## src/rtl/bced_pkg.sv

```systemverilog
// ============================================================================
// bced_pkg - shared types and constants for the button click event detector
// Holds the state codes, listen event codes and register map.
// ============================================================================
package bced_pkg;

    // Button state codes, as reported on button_state
    typedef enum logic [3:0] {
        ST_OPEN     = 4'd0,
        ST_DEBOUNCE = 4'd1,
        ST_PRESS    = 4'd2,
        ST_LONG     = 4'd3,
        ST_STUCK    = 4'd4,
        ST_CLICK    = 4'd5,
        ST_DOUBLE   = 4'd6,
        ST_RELEASE  = 4'd7,
        ST_ACTION   = 4'd8
    } btn_state_t;

    // Code that matches no state; used for listen events out of range
    localparam logic [3:0] STATE_NONE = 4'd15;

    // Listen event codes
    localparam logic [2:0] EVT_PRESS   = 3'd0;
    localparam logic [2:0] EVT_LONG    = 3'd1;
    localparam logic [2:0] EVT_CLICK   = 3'd2;
    localparam logic [2:0] EVT_DOUBLE  = 3'd3;
    localparam logic [2:0] EVT_RELEASE = 3'd4;

    // Register indexes (byte address = 4 * index)
    localparam logic [2:0] REG_ACTIVE_LEVEL = 3'd0;
    localparam logic [2:0] REG_DEBOUNCE_MS  = 3'd1;
    localparam logic [2:0] REG_HOLD_MS      = 3'd2;
    localparam logic [2:0] REG_DCLICK_MS    = 3'd3;
    localparam logic [2:0] REG_RELEASE_MS   = 3'd4;
    localparam logic [2:0] REG_LISTEN_EVENT = 3'd5;

    localparam int PADDR_WIDTH = 5;
    localparam int PDATA_WIDTH = 32;

    // Reset values of the configuration registers
    localparam logic        RST_ACTIVE_LEVEL = 1'b0;
    localparam logic [15:0] RST_DEBOUNCE_MS  = 16'd50;
    localparam logic [15:0] RST_HOLD_MS      = 16'd1000;
    localparam logic [15:0] RST_DCLICK_MS    = 16'd300;
    localparam logic [15:0] RST_RELEASE_MS   = 16'd50;
    localparam logic [2:0]  RST_LISTEN_EVENT = EVT_CLICK;

    // Map a listen event to the state whose exit into take action reports it
    function automatic logic [3:0] event_state(input logic [2:0] evt);
        logic [3:0] code;
        case (evt)
            EVT_PRESS:   code = ST_PRESS;
            EVT_LONG:    code = ST_LONG;
            EVT_CLICK:   code = ST_CLICK;
            EVT_DOUBLE:  code = ST_DOUBLE;
            EVT_RELEASE: code = ST_RELEASE;
            default:     code = STATE_NONE;
        endcase
        return code;
    endfunction

endpackage

```

## src/rtl/button_click_event_detector.sv

```systemverilog
// ============================================================================
// button_click_event_detector - push-button debounce and click classifier
// Tracks a polled button through debounce, press, long press, click, double
// click and release, and flags the configured event.
// ============================================================================
//
// Each input transaction is one poll of the button: the sampled pin level and
// a free-running millisecond time. Every poll produces exactly one output
// transaction carrying the state after the poll and a flag that is high when
// the configured listen event is reported. The block takes one poll per clock
// cycle: a poll is held in the input register, the state machine update
// (a TIME_WIDTH-bit wrapping subtract and four compares against the 16-bit
// thresholds) sits between that register and the result register, which
// offers the result on out_valid. A result that waits for out_ready holds the
// input register as well, so in_ready drops once both registers are full;
// with out_ready high a poll is taken every cycle. Configuration lives in an
// APB-style register file (byte addresses 0x00..0x14) and should be written
// only while no poll is in flight.

module button_click_event_detector #(
    parameter int TIME_WIDTH = 32
) (
    input  logic                               clk,
    input  logic                               rst_n,

    // Configuration port
    input  logic                               psel,
    input  logic                               penable,
    input  logic                               pwrite,
    input  logic [bced_pkg::PADDR_WIDTH-1:0]   paddr,
    input  logic [bced_pkg::PDATA_WIDTH-1:0]   pwdata,
    output logic [bced_pkg::PDATA_WIDTH-1:0]   prdata,
    output logic                               pready,

    // Poll input channel
    input  logic                               in_valid,
    output logic                               in_ready,
    input  logic                               pin_level,
    input  logic [31:0]                        now_ms,

    // Result channel
    output logic                               out_valid,
    input  logic                               out_ready,
    output logic                               event_fired,
    output logic [3:0]                         button_state
);

    // ------------------------------------------------------------------
    // Configuration registers
    // ------------------------------------------------------------------
    logic        active_level_reg;
    logic [15:0] debounce_ms_reg;
    logic [15:0] hold_ms_reg;
    logic [15:0] dclick_ms_reg;
    logic [15:0] release_ms_reg;
    logic [2:0]  listen_event_reg;

    logic        cfg_write;
    logic [2:0]  cfg_index;

    assign pready    = 1'b1;
    assign cfg_write = psel & penable & pwrite & pready;
    assign cfg_index = paddr[bced_pkg::PADDR_WIDTH-1:2];

    always_ff @(posedge clk or negedge rst_n)
    begin
        if (!rst_n)
        begin
            active_level_reg <= bced_pkg::RST_ACTIVE_LEVEL;
            debounce_ms_reg  <= bced_pkg::RST_DEBOUNCE_MS;
            hold_ms_reg      <= bced_pkg::RST_HOLD_MS;
            dclick_ms_reg    <= bced_pkg::RST_DCLICK_MS;
            release_ms_reg   <= bced_pkg::RST_RELEASE_MS;
            listen_event_reg <= bced_pkg::RST_LISTEN_EVENT;
        end
        else if (cfg_write)
        begin
            case (cfg_index)
                bced_pkg::REG_ACTIVE_LEVEL: active_level_reg <= pwdata[0];
                bced_pkg::REG_DEBOUNCE_MS:  debounce_ms_reg  <= pwdata[15:0];
                bced_pkg::REG_HOLD_MS:      hold_ms_reg      <= pwdata[15:0];
                bced_pkg::REG_DCLICK_MS:    dclick_ms_reg    <= pwdata[15:0];
                bced_pkg::REG_RELEASE_MS:   release_ms_reg   <= pwdata[15:0];
                bced_pkg::REG_LISTEN_EVENT: listen_event_reg <= pwdata[2:0];
                default:                    ; // ignore writes beyond the map
            endcase
        end
    end

    // Read back: zero-extend each register into the data bus
    always_comb
    begin
        case (cfg_index)
            bced_pkg::REG_ACTIVE_LEVEL:
                prdata = bced_pkg::PDATA_WIDTH'(active_level_reg);
            bced_pkg::REG_DEBOUNCE_MS:
                prdata = bced_pkg::PDATA_WIDTH'(debounce_ms_reg);
            bced_pkg::REG_HOLD_MS:
                prdata = bced_pkg::PDATA_WIDTH'(hold_ms_reg);
            bced_pkg::REG_DCLICK_MS:
                prdata = bced_pkg::PDATA_WIDTH'(dclick_ms_reg);
            bced_pkg::REG_RELEASE_MS:
                prdata = bced_pkg::PDATA_WIDTH'(release_ms_reg);
            bced_pkg::REG_LISTEN_EVENT:
                prdata = bced_pkg::PDATA_WIDTH'(listen_event_reg);
            default:
                prdata = '0;
        endcase
    end

    // ------------------------------------------------------------------
    // Pipeline control
    // ------------------------------------------------------------------
    // The input register advances into the result register whenever the
    // result register is empty or its transaction is being taken.
    logic        in_valid_reg;
    logic        in_pin_reg;
    logic [31:0] in_now_reg;
    logic        out_valid_reg;
    logic        event_fired_reg;
    logic [3:0]  button_state_reg;
    logic        advance;

    assign advance  = in_valid_reg & (~out_valid_reg | out_ready);
    assign in_ready = ~in_valid_reg | advance;

    always_ff @(posedge clk or negedge rst_n)
    begin
        if (!rst_n)
        begin
            in_valid_reg <= 1'b0;
        end
        else if (in_ready)
        begin
            in_valid_reg <= in_valid;
        end
    end

    // Payload holds while the stage is stalled
    always_ff @(posedge clk)
    begin
        if (in_ready & in_valid)
        begin
            in_pin_reg <= pin_level;
            in_now_reg <= now_ms;
        end
    end

    // ------------------------------------------------------------------
    // Button state machine
    // ------------------------------------------------------------------
    bced_pkg::btn_state_t    current_state_reg, current_state_next;
    bced_pkg::btn_state_t    previous_state_reg;
    logic [TIME_WIDTH-1:0]   last_change_reg;
    logic [TIME_WIDTH-1:0]   now_w;
    logic [TIME_WIDTH-1:0]   elapsed;
    logic [3:0]              want;
    logic                    pressed;
    logic                    fired_next;
    logic                    debounce_met;
    logic                    long_met;
    logic                    dclick_met;
    logic                    release_met;

    // Cut or extend the poll time to the tracked width; elapsed wraps.
    assign now_w    = TIME_WIDTH'(in_now_reg);
    assign elapsed  = now_w - last_change_reg;
    assign pressed  = (in_pin_reg == active_level_reg);
    assign want     = bced_pkg::event_state(listen_event_reg);

    assign debounce_met = elapsed >= TIME_WIDTH'(debounce_ms_reg);
    assign long_met     = elapsed >= TIME_WIDTH'(hold_ms_reg);
    assign dclick_met   = elapsed >= TIME_WIDTH'(dclick_ms_reg);
    assign release_met  = elapsed >  TIME_WIDTH'(release_ms_reg);

    always_comb
    begin
        current_state_next = current_state_reg;
        fired_next         = 1'b0;
        case (current_state_reg)
            bced_pkg::ST_OPEN:
            begin
                if (pressed)
                    current_state_next = bced_pkg::ST_DEBOUNCE;
            end
            bced_pkg::ST_DEBOUNCE:
            begin
                if (!pressed)
                    current_state_next = bced_pkg::ST_OPEN;
                else if (debounce_met)
                    current_state_next = bced_pkg::ST_PRESS;
            end
            bced_pkg::ST_PRESS:
            begin
                // Listening for a plain press: go to take action at once
                if (want == 4'(bced_pkg::ST_PRESS))
                    current_state_next = bced_pkg::ST_ACTION;
                else if (!pressed)
                    current_state_next = bced_pkg::ST_CLICK;
                else if (long_met)
                    current_state_next = bced_pkg::ST_LONG;
            end
            bced_pkg::ST_LONG:
            begin
                // A release on the same poll wins over take action
                if (!pressed)
                    current_state_next = bced_pkg::ST_RELEASE;
                else if (want == 4'(bced_pkg::ST_LONG))
                    current_state_next = bced_pkg::ST_ACTION;
            end
            bced_pkg::ST_STUCK:
            begin
                if (!pressed)
                    current_state_next = bced_pkg::ST_RELEASE;
            end
            bced_pkg::ST_CLICK:
            begin
                if (!pressed && dclick_met)
                    current_state_next = bced_pkg::ST_ACTION;
                else if (pressed && !dclick_met && debounce_met)
                    current_state_next = bced_pkg::ST_DOUBLE;
            end
            bced_pkg::ST_DOUBLE,
            bced_pkg::ST_RELEASE:
            begin
                current_state_next = bced_pkg::ST_ACTION;
            end
            bced_pkg::ST_ACTION:
            begin
                // Report when the state that led here is the one listened for
                if (release_met)
                begin
                    fired_next         = (4'(previous_state_reg) == want);
                    current_state_next = pressed ? bced_pkg::ST_STUCK
                                                 : bced_pkg::ST_OPEN;
                end
            end
            default:
            begin
                current_state_next = current_state_reg;
            end
        endcase
    end

    // Advance the state and the result register together; every transition
    // records the state left and the poll time.
    always_ff @(posedge clk or negedge rst_n)
    begin
        if (!rst_n)
        begin
            current_state_reg  <= bced_pkg::ST_OPEN;
            previous_state_reg <= bced_pkg::ST_OPEN;
            last_change_reg    <= '0;
            out_valid_reg      <= 1'b0;
            event_fired_reg    <= 1'b0;
            button_state_reg   <= 4'(bced_pkg::ST_OPEN);
        end
        else
        begin
            if (advance)
            begin
                if (current_state_next != current_state_reg)
                begin
                    previous_state_reg <= current_state_reg;
                    current_state_reg  <= current_state_next;
                    last_change_reg    <= now_w;
                end
                event_fired_reg  <= fired_next;
                button_state_reg <= 4'(current_state_next);
                out_valid_reg    <= 1'b1;
            end
            else if (out_ready)
            begin
                // Drop the result once it is taken
                out_valid_reg <= 1'b0;
            end
        end
    end

    assign out_valid    = out_valid_reg;
    assign event_fired  = event_fired_reg;
    assign button_state = button_state_reg;

endmodule
```

## config.mk

```make
export PLATFORM = sky130hd
export DESIGN_NAME = button_click_event_detector
export DESIGN_NICKNAME = d
export VERILOG_FILES = /design/src/rtl/bced_pkg.sv /design/src/rtl/button_click_event_detector.sv
export SDC_FILE = /design/constraint.sdc
export NUM_CORES = 1
export LEC_CHECK = 0
export BUFFER_PORTS_ARGS = -buffer_cell sky130_fd_sc_hd__buf_4
export CORE_MARGIN = 4
export CORE_UTILIZATION = 50
export DETAILED_ROUTE_END_ITERATION = 10
export PLACE_DENSITY = 0.7
export SLEW_MARGIN = 10
export SYNTH_ARGS = -nofsm -noshare
export SYNTH_HDL_FRONTEND = slang
export SYNTH_SLANG_ARGS = --single-unit
```

## constraint.sdc

```tcl
create_clock -name clk -period 10.4 [get_ports clk]
set_clock_uncertainty 0.05 [all_clocks]
set_input_delay 2.08 -clock clk [delete_from_list [all_inputs] [get_ports clk]]
set_output_delay 2.08 -clock clk [all_outputs]
set_load 0.03 [all_outputs]
```

==> run_results.csv <==
group,metric,value,unit
cells_and_area,area_delta_synth_final,13.03,%
place,port_buffers,81,
timing,period_share,60.04,%
clock_tree,postCtsSetupRepairBufs,0,
route,drt_iter0_drc,437,
route,drt-vias-per-instance,5.644,
critical_path,r2r-end,"last_change_reg[2]$_DFFE_PN0P_",
logic_synthesis,seq_area_frac_synth,38.50,%
clock_tree,cts_tree,"built",
timing,setup_viol_count_final,0,
logic_synthesis,ys_ff_latch,148,
clock_tree,hold_buffers,0,
clock_tree,cts_resized,0,
global_routing,grt_pass1_vias,8034,
route,first_pass_iters,5,
floorplanning,start_util,51.41,%
clock_tree,clockBufferDepth,2,
clock_tree,clk_pin_slew,0.06,ns
floorplanning,fp.coreArea,19650,sq um
logic_synthesis,synthArstFlopShare,77.70,%
cells_and_area,nets,1337,
cells_and_area,final_common_cell,"nand2_1",
global_routing,grt_max_degree,60,
floorplanning,rows,51,
logic_synthesis,synthFlopType,"dfrtp_1",
cells_and_area,mostFrequentLayoutCells,"nand2_1, o21ai_0, inv_1, dfrtp_1, ha_1",
power,p_leak,0.005172,uW
critical_path,startpoint,"paddr[3]",
power,ir_drop,0.0001447,V
power,cellPowerDensity,304.9,nW/um^2
critical_path,crit_arrival,4.11,ns
timing,drv_slew,0,
place,place_congestion,0.8997,
cells_and_area,antenna_cells,0,
place,post-place-ws,4.218,ns
floorplanning,dieArea,22550,sq um
logic_synthesis,syn_area,10100,sq um
critical_path,reg2reg_from,"in_now_reg[0]$_DFFE_PP_",
critical_path,startpoint_type,"primary input",
critical_path,crit_type,"primary input to primary output",
route,postRouteWirelength,23810,microns
route,vias,8138,
cells_and_area,drive_above_1_share,16.99,%
clock_tree,htreeDepth,4,
route,drc,0,
critical_path,reg2regPathDepth,21,
logic_synthesis,synth.distinct_cells,75,
timing,rsz0062_at_grt,"no",
timing,fmax,160.2,MHz
floorplanning,dieWidth,150.2,microns
clock_tree,cts-root-buf,"clkbuf_16",
critical_path,critPathMaxFanout,38,
floorplanning,io_pins,117,
cells_and_area,utilization,58.11,%
timing,slew_headroom,28.91,%
global_routing,grt_antenna_before_repair,0,
clock_tree,clk_latency,0.43,ns
timing,min_period,6.244,ns
timing,finalSetupTns,0,ns
logic_synthesis,synth.avg_cell_area,9.095,sq um
cells_and_area,fin_cells,1442,
outcome,status,"finished, final reports clean",
timing,worst_pin_slew,1.066,ns
run,maxCapViolCount,0,
logic_synthesis,synthCells,1111,
global_routing,grt_pass1_wl,39760,microns
route,ant_nets,0,
cells_and_area,final.fill_count,1795,
logic_synthesis,yosys_warnings,0,
critical_path,end_kind,"primary output",
place,placed_cells,1410,
critical_path,required,8.27,ns
route,wl_per_cell,16.51,microns
floorplanning,die_h,150.2,microns
timing,timing.final.hold_violations,0,
place,dp_hpwl,17770,microns
critical_path,r2r_slack,4.33,ns
clock_tree,cts_made_buffers,17,
clock_tree,cts_num_sinks,148,
timing,setup_slack,4.156,ns
logic_synthesis,synth_edf_count,33,
worst_hold_path,holdCritPathClass,"flop to flop",
critical_path,endpoint,"prdata[14]",
global_routing,grt_usage,22.03,%
global_routing,overflow,0,
-- cell usage after synthesis (all sizes together), types with 16 or more instances --
library cell,n,area share [%]
o21ai,131,6.5
nand2,145,5.4
nand2b,16,0.99
mux2,49,5.7
buf,30,2.2
dfstp,17,4.4
dfrtp,98,24
a21oi,56,2.8
a21o,21,1.6
clkbuf,39,1.4
edfxtp,33,9.8
ha,95,12
inv,103,3.8
nor2,42,1.6
nand4,24,1.5
-- report_power, final --
group	internal, uW	leakage [uW]	switching [uW]	total (uW)
clock network	423	0.000300	240	663
registers	760	0.00165	96.7	856
logic	810	0.00322	1150	1960
total	1990	0.00517	1490	3480
-- per-stage QoR --
step	area (sq um)	hold WS, ns	total power (uW)
finish	11420	0.4452	3483
global route	11420	0.4682	3803
CTS	11420	0.4428	3482
detailed placement	10800	0.4293	2798
global placement	10800	0.4302	2739
floorplan	10160	0.4211	2328
-- critical path, stage by stage --
cell and delay [ns]:
buf_4 0.33, nor2b_1 0.64, buf_4 0.32, a22oi_1 0.10
o21ai_0 0.37, buf_4 0.25
-- area by class of cell --
type | count | area, sq um | area share (%)
repair buffers | 88 | 660.6 | 5.784
inverters | 103 | 386.6 | 3.385
well taps | 265 | 331.6 | 2.903
flip-flops and latches | 148 | 3890 | 34.06
multi-input cells | 806 | 5528 | 48.40
clock inverters | 11 | 183.9 | 1.610
clock buffers | 21 | 440.4 | 3.856
-- logic make-up (layout without fill, tap and decap cells) --
group | count (synthesis) | in the layout | share of synthesized area [%]
AO/OA/AOI/OAI | 311 | 311 | 19.12
AND/OR/NAND/NOR | 302 | 302 | 14.20
buffers and inverters | 172 | 223 | 7.491
flip-flops | 148 | 148 | 38.50
adder cells (fa/ha/maj) | 96 | 96 | 11.96
multiplexers | 59 | 59 | 6.835
XOR/XNOR | 21 | 21 | 1.820
other | 2 | 17 | 0.07432
-- per-layer routing --
metal	vias up	GRT usage [%]	part of all wire (%)
met1	3828	29.57	45
met3	49	3.943	5.8
met4	0	7.045	2.3
met5	-	0	0
met2	238	36.36	47
li1	4023	-	-
-- how the worst min path moves through the flow --
stage / startpoint / end / slack, ns / cells past startpoint
6_report: event_fired$_DFFE_PN0P_ / event_fired$_DFFE_PN0P_ / 0.45 / 2
5_1_grt: last_change_reg[19]$_DFFE_PN0P_ / last_change_reg[19]$_DFFE_PN0P_ / 0.47 / 1
4_1_cts: event_fired$_DFFE_PN0P_ / event_fired$_DFFE_PN0P_ / 0.44 / 2
3_5_place_dp: event_fired$_DFFE_PN0P_ / event_fired$_DFFE_PN0P_ / 0.43 / 2
3_3_place_gp: event_fired$_DFFE_PN0P_ / event_fired$_DFFE_PN0P_ / 0.43 / 2
2_1_floorplan: in_valid_reg$_DFFE_PN0N_ / out_valid$_DFFE_PN0P_ / 0.42 / 1
Power figures use the tool's default switching activity.
